### src/hw/rtl/assert_macros.svh
// Assertion macros shared by the RTL.
`ifndef ASSERT_MACROS_SVH
`define ASSERT_MACROS_SVH
`ifndef SYNTH
`define VNE_ASSERT(label, clk, rst_n, prop, msg) \
    label: assert property (@(posedge clk) disable iff (!rst_n) (prop)) else $error(msg);
`define VNE_ASSERT_NEXT(label, clk, rst_n, pre, post, msg) \
    label: assert property (@(posedge clk) disable iff (!rst_n) (pre) |=> (post)) else $error(msg);
`else
`define VNE_ASSERT(label, clk, rst_n, prop, msg)
`define VNE_ASSERT_NEXT(label, clk, rst_n, pre, post, msg)
`endif
`endif

### src/hw/rtl/vne_pkg.sv
package vne_pkg;
    localparam int unsigned NumLanes   = 4;
    localparam int unsigned SqrtCells  = 33;
    localparam int unsigned DivCells   = 17;
    localparam logic [2:0]  CountReset = 3'd3;

    typedef struct packed {
        logic                  valid;
        logic [65:0]           rad;
        logic [34:0]           rem;
        logic [32:0]           root;
        logic [3:0][31:0]      mag;
        logic [3:0]            neg;
    } t_sq_stage;

    typedef struct packed {
        logic                  valid;
        logic [32:0]           root;
        logic [3:0][32:0]      rem;
        logic [3:0][16:0]      dvd;
        logic [3:0][16:0]      quo;
        logic [3:0]            neg;
    } t_dv_stage;
endpackage

### src/hw/rtl/vne_div_cell.sv
module vne_div_cell (
    input  logic               i_clk,
    input  logic               i_rst_n,
    input  logic               i_en,
    input  vne_pkg::t_dv_stage i_stage,
    output vne_pkg::t_dv_stage o_stage
);
    import vne_pkg::*;

    t_dv_stage r_stage;
    t_dv_stage n_stage;
    logic [NumLanes-1:0][33:0] w_tmp;

    always_comb begin
        n_stage = i_stage;
        for (int i = 0; i < NumLanes; i++) begin
            w_tmp[i]          = {i_stage.rem[i], i_stage.dvd[i][16]};
            n_stage.dvd[i]    = {i_stage.dvd[i][15:0], 1'b0};
            if (w_tmp[i] >= {1'b0, i_stage.root}) begin
                n_stage.rem[i] = 33'(w_tmp[i] - {1'b0, i_stage.root});
                n_stage.quo[i] = {i_stage.quo[i][15:0], 1'b1};
            end else begin
                n_stage.rem[i] = w_tmp[i][32:0];
                n_stage.quo[i] = {i_stage.quo[i][15:0], 1'b0};
            end
        end
    end

    always_ff @(posedge i_clk) begin
        if (!i_rst_n) begin
            r_stage.valid <= 1'b0;
        end else if (i_en) begin
            r_stage.valid <= n_stage.valid;
        end
        if (i_en) begin
            r_stage.root <= n_stage.root;
            r_stage.rem  <= n_stage.rem;
            r_stage.dvd  <= n_stage.dvd;
            r_stage.quo  <= n_stage.quo;
            r_stage.neg  <= n_stage.neg;
        end
    end

    assign o_stage = r_stage;
endmodule
### config.mk
export PLATFORM = sky130hd
export DESIGN_NAME = vne_div_cell
export DESIGN_NICKNAME = d
export VERILOG_FILES = /design/src/hw/rtl/assert_macros.svh /design/src/hw/rtl/vne_pkg.sv /design/src/hw/rtl/vne_div_cell.sv
export SDC_FILE = /design/constraint.sdc
export NUM_CORES = 1
export LEC_CHECK = 0
export BUFFER_PORTS_ARGS = -buffer_cell sky130_fd_sc_hd__buf_2
export CORE_AREA = 2 2 240 242
export CTS_CLUSTER_DIAMETER = 100
export DETAILED_ROUTE_END_ITERATION = 10
export DIE_AREA = 0 0 242 244
export PLACE_DENSITY = 0.53
export SYNTH_ARGS = -nofsm -noshare
export SYNTH_HDL_FRONTEND = slang
export SYNTH_SLANG_ARGS = --single-unit
### constraint.sdc
create_clock -name i_clk -period 7.2 [get_ports i_clk]
set_clock_uncertainty 0.1 [all_clocks]
set_input_delay 0.72 -clock i_clk [delete_from_list [all_inputs] [get_ports i_clk]]
set_output_delay 0.72 -clock i_clk [all_outputs]
set_load 0.005 [all_outputs]
Word level (Yosys, flattened, before mapping)
Cells that the tools add are included.
Widths: inputs -> output; s select.
{"block": "classes", "n_addsub": 4, "magnitude_cmp": 4, "muxes": 8}
{"cell": "$ge 34x33->1", "count": 4}
{"cell": "$mux 33", "count": 4}
{"cell": "$sub 33x33->33", "count": 4}
{"cell": "$mux 1", "count": 4}
{"block": "word_totals", "word_cells": 31, "out_inout_bits": 306, "regBits": 302, "inputBits": 309}

Depth between registers and ports, before layout
{"block": "depth", "word_depth": 2, "ltp_mapped": 15, "depth_no_buf": 14}

Worst setup path before layout
OpenSTA, ideal clock, no wires.
{"block": "synth_timing", "path_kind": "input -> register", "from": "input i_stage[88] (netlist name)", "to": "register r_stage (netlist bit o_stage[141]) (data pin)", "path_buffers": 1, "stages": 13, "t_arrival_ps": 3246, "path_slack_ps": 3594, "setup_ps": 260, "t_required_ps": 6840, "cell_sequence": "inv_1 ha_1 inv_1 fa_1 a211oi_1 o21bai_1 a211oi_1 nor2_1 a31oi_2 o31ai_4 a31oi_2 buf_6 mux2_2"}
{"item": "start, declared", "line": "vne_div_cell.sv:5", "text": "input vne_pkg::t_dv_stage i_stage,"}
{"item": "end, declared", "line": "vne_div_cell.sv:10", "text": "t_dv_stage r_stage;"}

==> impl_metrics.ini <==
[layout]
fillers = 5567
multi_input_area_sq_um = 8100
final_nets = 2666
fin_util_pct = 40.5
syn_to_final_growth_pct = 29.0
layout-drive-gt1-share_pct = 31.3
largest_reg_flops = 302
final-seq-area_sq_um = 9060

[synthesis]
syn-cell-area_sq_um = 17700
synth_area_per_cell_sq_um = 10.9
synth-main-ff-cell = edfxtp_1
async_flop_share_pct = 0
ys_seq_area_share_pct = 51.3
synth-edff-count = 301
synth_cells = 1622
yosysWarnings = 0
ys_seq_elements = 302
yosysUniqueCellTypes = 73

[timing]
hold_viol_final = 0
timing.slew.headroom_pct = 34.3
fin_tns_setup_ns = 0
max_clock_freq_mhz = 231
fin_crit_ns = 4.33
setup_viol = 0
worstMarginPinSlew_ns = 0.985
period_share_pct = 60.1
rsz0062_at_grt = false
maxSlewViolCount = 0

[place]
hpwl_um = 55100
port_buffers = 606
place_congestion = 0.892

[clock_network]
clk_pin_slew_worst_paths_ns = 0.06
postCtsHoldBufs = 0
h-tree-depth = 2
cts_buffers = 39
clock-root-buffer = clkbuf_16
cts.path.max_buffers = 3
insertion_delay_ns = 0.55
post_cts_resized = 0
clock-sinks = 302
postCtsSetupRepairBufs = 0
tritoncts = yes

[setup_path]
r2r-start = o_stage[305]$_SDFFE_PN0P_
cp_max_fo = 40
endpoint = o_stage[158]$_DFFE_PP_
arrival_ns = 4.53
rr_endpoint = o_stage[305]$_SDFFE_PN0P_
critPathCaptureType = flip-flop
worstRegToRegCells = 2
worstPathRequired_ns = 7.41
critPathLaunchType = primary input
path_depth = 12
crit_buf_inv = 3
startpoint = i_stage[273]
crit_path_max_incr_delay_ns = 0.83
reg2reg_setup_slack_ns = 6.50
crit_path_frequent_cell = a211oi_1
crit_path_cell_trace = buf_2 -> inv_1 -> fa_1 -> a211oi_1 -> o21bai_1 -> a211oi_1 -> nor2_1 -> a31oi_2 -> o31ai_4 -> a31oi_4 -> inv_2 -> mux2_2
slowest_stage = a31oi_4
critPathKind = in -> reg
cp_top_family = compound AO/OA/AOI/OAI gates

[drt]
drt_iter0_drc = 944
vias_per_cell = 5.05
dr.pass1.iters = 5
drc = 0
wl_um = 70800
num_vias = 15300
final_antenna_net_count = 0
post_drt_wl_per_cell_um = 23.5

[pwr]
clkPwrFrac_pct = 35.8
p_seq_share_pct = 40.6
power.leakage_nw = 9.90
comb_power_share_pct = 23.6
power.share.switching_pct = 29.7
switchingPower_mw = 1.64
ir_drop_mv = 0.160
p_int_mw = 3.89
finalPower_mw = 5.53
powerDensity_nw_per_um2 = 243

[global_route]
busiest_layer = met2
grt_util_all_layers_pct = 22.9
grt_overflow = 0
grt_util_met2_pct = 41.9
grt_max_degree = 152
antenna_found_initial = 19
grt.met1_usage_pct = 24.8
grt_pass1_wl_um = 98600
grt_pass1_vias = 14600
grt_use_met3_pct = 5.84

[floorplanning]
die-height_um = 244
start_util_pct = 31.4
rows = 87
fp.dieW_um = 242
die_area_sq_um = 59000
boundaryPins = 615
design.core.area_sq_um = 56200

[job]
cap_violations = 0

[min_path]
hp-class = in -> reg

[outcome]
outcome = completed
[synth_stat cells (all sizes together) (17+ instances only)]
cell    number  share of area (%)
edfxtp     301                 51
nand2      188                4.0
o21ai      183                5.3
ha         132                9.4
a21oi      129                3.7
a21o        75                3.2
inv         67                1.4
nor2        66                1.4
xnor2       64                3.2
xor2        49                2.4
clkbuf      39               0.85
nand4       33                1.2
nand3       24               0.68
a31oi       23               0.89
and3        21               0.74
o21bai      21               0.89
o31ai       20               0.93
buf         18               0.78
nand2b      17               0.60
o21a        17               0.72
[cells in the final DEF (no fill, tap or decap), types with 15 or more instances in the layout]
cell         n
a21o_1      74
inv_1       66
a21oi_1    126
and3_1      21
o21ai_0    173
buf_2      605
nand2_1    188
xnor2_1     64
ha_1       132
a31oi_1     21
nand3_1     24
nand4_1     33
o21a_1      17
nand2b_1    17
nor2_1      66
o21bai_1    21
o31ai_1     19
edfxtp_1   301
xor2_1      49
clkbuf_16   40
a211oi_1    15
[layer usage]
layer / wire length (um) / share of wire [%] / up-vias
met1: 26300 / 37 / 7251
li1: - / - / 7307
met5: 71 / 0.10 / -
met2: 36200 / 51 / 571
met4: 3410 / 4.8 / 12
met3: 4790 / 6.8 / 111
[logic make-up (layout without fill, tap and decap cells)]
family / count (synthesis) / after routing / synth area share (%)
AO/OA/AOI/OAI: 530 / 530 / 18.8
AND/OR/NAND/NOR: 401 / 401 / 10.5
flip-flops: 302 / 302 / 51.3
adder cells (fa/ha/maj): 136 / 136 / 9.81
buffers and inverters: 124 / 748 / 3.05
XOR/XNOR: 113 / 113 / 5.60
multiplexers: 15 / 15 / 0.935
other: 1 / 17 / 0.0212
[cell type report]
class	instances	area share (%)
sequential	302	39.8
multi-input combinational	1199	35.6
timing repair buffer	612	13.6
clock buffer	44	4.46
tap	756	4.15
clock inverter	25	1.18
inverter	67	1.10
antenna	13	0.143
[power by group through the flow]
| stage | combinational, mW | sequential, mW | clock (mW) |
|---|---|---|---|
| finish | 1.30 | 2.25 | 1.98 |
| global route | 1.43 | 2.26 | 2.09 |
| CTS | 1.32 | 2.25 | 2.03 |
| detailed placement | 1.31 | 2.28 | 0 |
| global placement | 1.30 | 2.28 | 0 |
| floorplan | 0.679 | 2.31 | 0 |
[metrics by stage]
stage | setup slack [ns] | cells | cell area, sq um | hold slack [ns]
finish | 2.87 | 3018 | 22800 | 0.234
global route | 2.59 | 3007 | 22700 | 0.212
CTS | 2.86 | 3005 | 22700 | 0.212
detailed placement | 2.26 | 2936 | 21500 | 0.429
global placement | 2.34 | 2936 | 21500 | 0.395
floorplan | 3.59 | 1625 | 17700 | 0.407
[worst min path at each step]
stage / start / end / slack (ns) / cells after the start
final: i_stage[36] / o_stage[37]$_DFFE_PP_ / 0.23 / 1
after global routing: i_stage[25] / o_stage[26]$_DFFE_PP_ / 0.21 / 1
after CTS: i_stage[130] / o_stage[131]$_DFFE_PP_ / 0.21 / 1
after detailed placement: o_stage[305]$_SDFFE_PN0P_ / o_stage[305]$_SDFFE_PN0P_ / 0.43 / 2
after global placement: o_stage[305]$_SDFFE_PN0P_ / o_stage[305]$_SDFFE_PN0P_ / 0.40 / 2
after floorplan: o_stage[305]$_SDFFE_PN0P_ / o_stage[305]$_SDFFE_PN0P_ / 0.41 / 2
(Power assumes the default switching activity.)
