### config.mk
export PLATFORM = sky130hd
export DESIGN_NAME = vne_sqrt_cell
export DESIGN_NICKNAME = d
export VERILOG_FILES = /design/src/hw/rtl/assert_macros.svh /design/src/hw/rtl/vne_pkg.sv /design/src/hw/rtl/vne_sqrt_cell.sv
export SDC_FILE = /design/constraint.sdc
export NUM_CORES = 1
export LEC_CHECK = 0
export BUFFER_PORTS_ARGS = -buffer_cell sky130_fd_sc_hd__buf_2
export CORE_AREA = 2 2 206 208
export CTS_CLUSTER_SIZE = 25
export DETAILED_ROUTE_END_ITERATION = 8
export DIE_AREA = 0 0 208 210
export GPL_ROUTABILITY_DRIVEN = 0
export GPL_TIMING_DRIVEN = 0
export PLACE_DENSITY_LB_ADDON = 0.1
export SYNTH_ARGS = -nofsm -noshare
export SYNTH_HDL_FRONTEND = slang
export SYNTH_SLANG_ARGS = --single-unit
### constraint.sdc
create_clock -name i_clk -period 8.4 [get_ports i_clk]
set_input_delay 0.84 -clock i_clk [delete_from_list [all_inputs] [get_ports i_clk]]
set_output_delay 0.84 -clock i_clk [all_outputs]
set_load 0.1 [all_outputs]
### src/hw/rtl/assert_macros.svh
// Assertion macros shared by the RTL.
`ifndef ASSERT_MACROS_SVH
`define ASSERT_MACROS_SVH
`ifndef SYNTH
`define VNE_ASSERT(label, clk, rst_n, prop, msg) \
    label: assert property (@(posedge clk) disable iff (!rst_n) (prop)) else $error(msg);
`define VNE_ASSERT_NEXT(label, clk, rst_n, pre, post, msg) \
    label: assert property (@(posedge clk) disable iff (!rst_n) (pre) |=> (post)) else $error(msg);
`else
`define VNE_ASSERT(label, clk, rst_n, prop, msg)
`define VNE_ASSERT_NEXT(label, clk, rst_n, pre, post, msg)
`endif
`endif

### src/hw/rtl/vne_pkg.sv
package vne_pkg;
    localparam int unsigned NumLanes   = 4;
    localparam int unsigned SqrtCells  = 33;
    localparam int unsigned DivCells   = 17;
    localparam logic [2:0]  CountReset = 3'd3;

    typedef struct packed {
        logic                  valid;
        logic [65:0]           rad;
        logic [34:0]           rem;
        logic [32:0]           root;
        logic [3:0][31:0]      mag;
        logic [3:0]            neg;
    } t_sq_stage;

    typedef struct packed {
        logic                  valid;
        logic [32:0]           root;
        logic [3:0][32:0]      rem;
        logic [3:0][16:0]      dvd;
        logic [3:0][16:0]      quo;
        logic [3:0]            neg;
    } t_dv_stage;
endpackage

### src/hw/rtl/vne_sqrt_cell.sv
module vne_sqrt_cell (
    input  logic               i_clk,
    input  logic               i_rst_n,
    input  logic               i_en,
    input  vne_pkg::t_sq_stage i_stage,
    output vne_pkg::t_sq_stage o_stage
);
    import vne_pkg::*;

    t_sq_stage   r_stage;
    t_sq_stage   n_stage;
    logic [36:0] w_tmp;
    logic [36:0] w_trial;

    always_comb begin
        n_stage     = i_stage;
        w_tmp       = {i_stage.rem, i_stage.rad[65:64]};
        w_trial     = {2'b00, i_stage.root, 2'b01};
        n_stage.rad = {i_stage.rad[63:0], 2'b00};
        if (w_tmp >= w_trial) begin
            n_stage.rem  = 35'(w_tmp - w_trial);
            n_stage.root = {i_stage.root[31:0], 1'b1};
        end else begin
            n_stage.rem  = w_tmp[34:0];
            n_stage.root = {i_stage.root[31:0], 1'b0};
        end
    end

    always_ff @(posedge i_clk) begin
        if (!i_rst_n) begin
            r_stage.valid <= 1'b0;
        end else if (i_en) begin
            r_stage.valid <= n_stage.valid;
        end
        if (i_en) begin
            r_stage.rad  <= n_stage.rad;
            r_stage.rem  <= n_stage.rem;
            r_stage.root <= n_stage.root;
            r_stage.mag  <= n_stage.mag;
            r_stage.neg  <= n_stage.neg;
        end
    end

    assign o_stage = r_stage;
endmodule

Word level (Yosys, flattened, before mapping)
Cells that the tools add are included.
Storage, ports and cells
  flip-flop bits (word level): 265
  input bits: 270
  output and inout bits: 267
  word-level logic and storage cells: 12
Operators by class
  add/sub/neg operators: 1
  $lt $le $gt $ge: 1
  muxes and demuxes: 1
Operator list (number)
  2-to-1 mux 68 bit: 1
  >= comparator 37 x 35 -> 1 bit: 1
  subtractor 35 bit: 1

Depth between registers and ports, before layout
Gate-level depths: netlist of run 1.
  depth after elaboration: 2
  gate-level depth with buffers: 14
  gate-level depth less buffers: 11

Least setup slack after synthesis of run 1
OpenSTA, ideal clock, no wires.
  path kind: input-to-reg
  start point: input i_stage[141] (netlist bit)
  end point: register r_stage, in the netlist o_stage[182], data pin
  arrival: 3136 ps
  data required time: 8140 ps
  setup slack: 5004 ps
  stages: 11
  buffers on the path: 2
  path through: inv_1 ha_1 buf_2 nand2_1 or3_1 or4_1 o31a_1 o21ai_2 o211ai_2 buf_6 mux2_4
RTL lines
  from (decl): RTL line vne_sqrt_cell.sv:5  | input vne_pkg::t_sq_stage i_stage,
  to (decl): RTL line vne_sqrt_cell.sv:10  | t_sq_stage r_stage;

==> results.yml, run 1 <==
floorplanning:
  pin_count: 537
  initial_core_util: 0.249
  die_h_um: 210
  die_x_um: 208
  coreArea_sq_mm: 0.0415
  rows: 75
  fp.dieArea_sq_mm: 0.0437
pwr:
  power_mw: 4.33
  p_leak_nw: 6.45
  powerDensity_mw_per_mm2: 292
  p_seq_frac: 0.375
  clockPowerShare: 0.322
  swShare: 0.387
  combPwrFrac: 0.302
  ir_worst_vdd_uv: 153
  power.net_switching_mw: 1.68
  power.internal_mw: 2.65
cts:
  cts_buffers: 34
  cts_setup_buffers: 0
  cts.htree.levels: 2
  max-clock-path-buffers: 3
  cts_tree: "yes"
  clkLatencyLatePin_ns: 0.52
  cts.clk_slew.worst_paths_ns: 0.06
  cts_hold_buf: 0
  ctsResizeCount: 0
  root_buffer: "clkbuf_16"
  cts.sinks: 265
routing:
  drt-initial-drc-count: 402
  totalWireLength_mm: 34.2
  vias: 7464
  drt_pass1_iterations: 4
  drc: 0
  antenna_left: 0
  wl_per_cell_um: 19.2
  viasPerCell: 4.19
timing:
  finalHoldViolations: 0
  setup-tns-final_ns: 0
  slew_viol_final: 0
  rsz0062_at_grt: "no"
  finalSetupViolCount: 0
  fin_skew_ns: 0
  tightest_slew_ns: 0.736
  max_slew_margin: 0.507
  fin_crit_ns: 3.57
  clock.fmax_ghz: 0.280
  finalCritPeriodShare: 0.425
logic_synthesis:
  synth-compound-area-share: 0.0825
  synth-xor-area-share: 0.0280
  synth-adder-area-share: 0.0424
  synthCells: 644
  synth_seq_area_share: 0.770
  synthArstFlopShare: 0
  syn_area_per_cell_sq_um: 16.0
  ys_seq_elements: 265
  synth-simple-area-share: 0.0485
  synth_cell_type_count: 48
  synth-edff-count: 264
  synth_top_family_by_area: "compound AO/OA/AOI/OAI gates"
  mappedNetlistArea_sq_mm: 0.0103
  synthMuxAreaShare: 0.00340
  ys.flop_type: "edfxtp_1"
  yosys_warnings: 0
grt:
  gr-total-overflow: 0
  grt_pass1_wl_mm: 48.9
  grtUsageTotal: 0.151
  antenna_found_initial: 13
  grt_max_degree: 112
  grt_pass1_vias: 7625
hold_path:
  worstHoldStart: "i_stage[47]"
  hold_end: "o_stage[47]"
  hp-class: "primary input to register"
  min_path_cells: 1
critical_path:
  crit_top_cell: "buf_6"
  slowest_delay_ns: 0.51
  reg2reg_depth: 2
  crit_arrival_ns: 3.80
  end_kind: "register"
  r2r-start: "o_stage[266]"
  worstSetupPathType: "primary input to register"
  timing.rr.end: "o_stage[266]"
  required_ns: 8.64
  start_kind: "primary input"
  rrSetupSlack_ns: 7.79
  worst_path_max_delay_cell: "a211oi_1"
  cp_max_fo: 10
  cp_cell_sequence: "buf_2 -> inv_1 -> ha_1 -> clkbuf_1 -> nand4_1 -> or3_1 -> nor3_1 -> o211ai_1 -> a211oi_1 -> o211ai_2 -> buf_6 -> buf_6 -> nand2_1 -> o21ai_1"
final_layout:
  area_growth_pct: 43.4
  fin_nets: 1522
  layout-drive-gt1-share: 0.483
  largest_reg_flops: 265
flow_run:
  drv_cap: 0
placement:
  dp_hpwl_mm: 26.9
  io_buffer_count: 534
run_status:
  status: "complete, no violations"
==> per-layer routing <==
layer	global-route usage	vias to the layer above	part of all wire
met5	0	-	0.0031
met4	0.0342	16	0.016
met3	0.0651	56	0.089
met2	0.274	295	0.52
met1	0.163	3519	0.37
li1	-	3578	-
==> per-stage QoR <==
stage               hold WS (ns)  instances  utilization  cell area, sq um  setup slack (ns)
floorplan                  0.939        645            -             10300              5.00
global placement           0.524       1718        0.330             13700              2.32
detailed placement         0.528       1720        0.331             13700              4.18
CTS                        0.450       1777        0.357             14800              4.73
global route               0.452       1779        0.357             14800              4.53
finish                     0.492       1782        0.357             14800              4.83
==> critical path: cells and delay by family <==
family	cells	cell delay (ns)
AO/OA/AOI/OAI	4	0.98
adder cells (fa/ha/maj)	1	0.27
buffers and inverters	5	0.75
AND/OR/NAND/NOR	4	0.95
==> how the worst max path moves through the flow <==
| stage | startpoint | endpoint | slack [ns] | depth (start not counted) |
|---|---|---|---|---|
| 4_1_cts | i_stage[132] | o_stage[174] | 4.73 | 12 |
| 5_1_grt | i_stage[132] | o_stage[180] | 4.53 | 12 |
| 6_report | i_stage[156] | o_stage[185] | 4.83 | 14 |
| 2_1_floorplan | i_stage[141] | o_stage[182] | 5.00 | 11 |
| 3_5_place_dp | i_stage[132] | o_stage[185] | 4.18 | 12 |
| 3_3_place_gp | i_en | o_stage[266] | 2.32 | 3 |
==> Yosys cell counts (2+ instances only) <==
| library cell | n | share of area |
|---|---|---|
| buf_6 | 4 | 0.0044 |
| buf_4 | 2 | 0.0015 |
| o211ai_1 | 6 | 0.0044 |
| a21oi_1 | 37 | 0.018 |
| o31ai_1 | 3 | 0.0022 |
| and3_1 | 4 | 0.0024 |
| nand4_1 | 5 | 0.0030 |
| inv_1 | 43 | 0.016 |
| nand2_1 | 59 | 0.021 |
| a31o_2 | 2 | 0.0017 |
| a31oi_1 | 2 | 0.0012 |
| o21ai_0 | 13 | 0.0063 |
| nor3_1 | 5 | 0.0024 |
| o31a_1 | 2 | 0.0017 |
| a211oi_1 | 3 | 0.0022 |
| xnor2_1 | 16 | 0.014 |
| nor2_1 | 21 | 0.0076 |
| a21o_1 | 19 | 0.014 |
| or3_1 | 3 | 0.0018 |
| o21bai_1 | 6 | 0.0044 |
| nand3_1 | 8 | 0.0039 |
| ha_1 | 35 | 0.042 |
| edfxtp_1 | 264 | 0.77 |
| clkbuf_1 | 6 | 0.0022 |
| nand2b_1 | 2 | 0.0012 |
| mux2i_1 | 2 | 0.0019 |
| xor2_1 | 17 | 0.014 |
| nor2b_1 | 2 | 0.0012 |
| nor4_1 | 2 | 0.0012 |
| buf_2 | 2 | 0.00097 |
| o21ai_1 | 29 | 0.014 |
| o21a_1 | 4 | 0.0029 |
==> final cells by class <==
type	instances	area, sq um
Antenna cell	5	12.5
Buffer	14	92.6
Clock buffer	38	887
Clock inverter	19	168
Fill cell	4253	26700
Inverter	43	161
Multi-Input combinational cell	323	2120
Sequential cell	265	7950
Tap cell	539	674
Timing Repair Buffer	536	2740
==> power by group through the flow <==
stage	sequential, mW	combinational (mW)	clock, mW
6_report	1.62	1.31	1.39
5_1_grt	1.64	1.36	1.50
4_1_cts	1.63	1.32	1.45
3_5_place_dp	1.65	1.32	0
3_3_place_gp	1.66	1.32	0
2_1_floorplan	2.53	0.167	0
==> cell usage in the layout, fill, tap and decap left out, types with 7 or more instances in the layout <==
cell type	count
o21ai_0	13
buf_2	535
xnor2_1	16
nand2_1	59
ha_1	35
o21ai_1	29
clkinv_2	7
xor2_1	17
edfxtp_1	264
nand3_1	8
clkbuf_1	9
nor2_1	21
a21o_1	19
inv_1	43
clkinv_1	7
clkbuf_16	35
a21oi_1	37
==> cells by family (layout without fill, tap and decap cells) <==
logic type | after synthesis | after routing
other | 1 | 7
adder cells (fa/ha/maj) | 35 | 35
AND/OR/NAND/NOR | 114 | 114
AO/OA/AOI/OAI | 136 | 136
XOR/XNOR | 33 | 33
multiplexers | 3 | 3
flip-flops | 265 | 265
buffers and inverters | 57 | 650
Note: power is estimated with default switching activity, not from simulation.
==> inputs of run 2 (changes only) <==
- clock period: 8.4 -> 3.4 ns (I/O delays scaled with it)
==> results.yml, run 2 (same netlist as run 1, synthesis figures left out) <==
run_status:
  status: "complete, no violations"
timing:
  slew_viol_final: 0
  fin_skew_ns: 0
  clock.fmax_ghz: 0.324
  setup-tns-final_ns: 0
  finalHoldViolations: 0
  setup_ws_ns: 0.316
  tightest_slew_ns: 0.727
  rsz0062_at_grt: "no"
  finalSetupViolCount: 0
  max_slew_margin: 0.513
  fin_crit_ns: 3.08
  finalCritPeriodShare: 0.907
grt:
  antenna_found_initial: 12
  grt_pass1_vias: 8816
  grtUsageTotal: 0.159
  gr-total-overflow: 0
  grt_max_degree: 112
  grt_pass1_wl_mm: 52.7
final_layout:
  area.sequential_sq_mm: 0.00795
  layout_common_cells: "535 x buf_2, 264 x edfxtp_1, 228 x dlygate4sd3_1"
  layout-drive-gt1-share: 0.411
  fill_cells: 4101
  fin_nets: 1752
  largest_reg_flops: 265
  fin_cells: 2014
  stdcell_area_sq_mm: 0.0171
  layout_commonest_cell: "buf_2"
  multiInputGateArea_sq_mm: 0.00213
  area_growth_pct: 65.9
floorplanning:
  die_h_um: 210
  coreArea_sq_mm: 0.0415
  die_x_um: 208
  initial_core_util: 0.249
  fp.dieArea_sq_mm: 0.0437
  rows: 75
  pin_count: 537
routing:
  vias: 8332
  viasPerCell: 4.14
  totalWireLength_mm: 35.8
  antenna_left: 0
  drt_pass1_iterations: 4
  drc: 0
  drt-initial-drc-count: 345
  wl_per_cell_um: 17.8
cts:
  cts.sinks: 265
  cts.htree.levels: 2
  cts.clk_slew.worst_paths_ns: 0.05
  clkLatencyLatePin_ns: 0.51
  max-clock-path-buffers: 3
  cts_tree: "yes"
  root_buffer: "clkbuf_16"
  cts_buffers: 34
hold_path:
  hp-class: "primary input to register"
critical_path:
  cp_max_fo: 10
  start_kind: "primary input"
  worstSetupPathType: "primary input to register"
  rrSetupSlack_ns: 2.79
  crit_arrival_ns: 3.34
  end_kind: "register"
  required_ns: 3.65
placement:
  placed_cell_area_sq_mm: 0.0137
  io_buffer_count: 534
  dp_cells: 1720
  place_ws_ns: -0.321
  dp_hpwl_mm: 26.9
pwr:
  ir_worst_vdd_uv: 379
  p_leak_nw: 7.42
  powerDensity_mw_per_mm2: 637
flow_run:
  drv_cap: 0
-- run 2: changes by cell type in the layout (fill, tap and decap cells not counted) --
| cell | before | now |
|---|---|---|
| nor3_1 | 5 | 4 |
| dlygate4sd3_1 | 0 | 228 |
| clkbuf_2 | 0 | 2 |
| buf_4 | 2 | 4 |
| clkbuf_1 | 9 | 7 |
| a211oi_1 | 3 | 2 |
| a211oi_2 | 0 | 1 |
| diode_2 | 5 | 7 |
| nor3_2 | 0 | 1 |
-- run 2: critical path, stage by stage --
cell	delay, ns
dlygate4sd3_1	0.53
buf_2	0.11
inv_1	0.04
ha_1	0.38
nand2_1	0.14
or3_1	0.43
nor3_2	0.19
o211ai_1	0.18
a211oi_2	0.34
o211ai_2	0.17
buf_6	0.19
buf_6	0.16
nand2_1	0.07
o21ai_1	0.06
-- run 2: metal layers --
metal / routed length, um / up-vias / part of all wire / global-route usage
met4: 843 / 10 / 0.024 / 0.0462
met5: 74 / - / 0.0021 / 0
met3: 2880 / 58 / 0.080 / 0.0599
li1: - / 4048 / - / -
met1: 13600 / 3919 / 0.38 / 0.175
met2: 18300 / 297 / 0.51 / 0.287
-- run 2: layout make-up --
class,count,share of cell area
flip-flops and latches,265,0.464
repair buffers,766,0.294
multi-input cells,323,0.124
clock buffers,38,0.0518
well taps,539,0.0394
clock inverters,19,0.00980
inverters,43,0.00943
plain buffers,14,0.00556
diodes,7,0.00102
-- run 2: timing repair --
action | in CTS | in global routing
hold buffers | 228 | 0
gates resized for setup | 0 | 6
hold endpoints to repair | 228 | 0
endpoints found under the setup margin | 0 | 35
setup buffers | 0 | 2
-- run 2: worst paths after layout --
path	from	endpoint	cells past startpoint
max	i_stage[157]	o_stage[185]	14
min	i_stage[139]	o_stage[140]	1
max reg2reg	o_stage[266]	o_stage[266]	2
min reg2reg	o_stage[266]	o_stage[266]	2
-- run 2: power by group --
group	internal, mW	total (mW)	switching [mW]	leakage [nW]
Clock	2.09	3.44	1.35	0.520
Combinational	0.683	3.46	2.77	4.31
Sequential	3.95	4.02	0.0654	2.59
-- run 2: stage by stage --
step                power [mW]  hold slack [ns]   util
floorplan                 6.66            0.439      -
global placement          7.36            0.516  0.330
detailed placement        7.34            0.518  0.331
CTS                       11.1          0.00377  0.412
global route              11.4           0.0119  0.412
finish                    10.9           0.0373  0.413
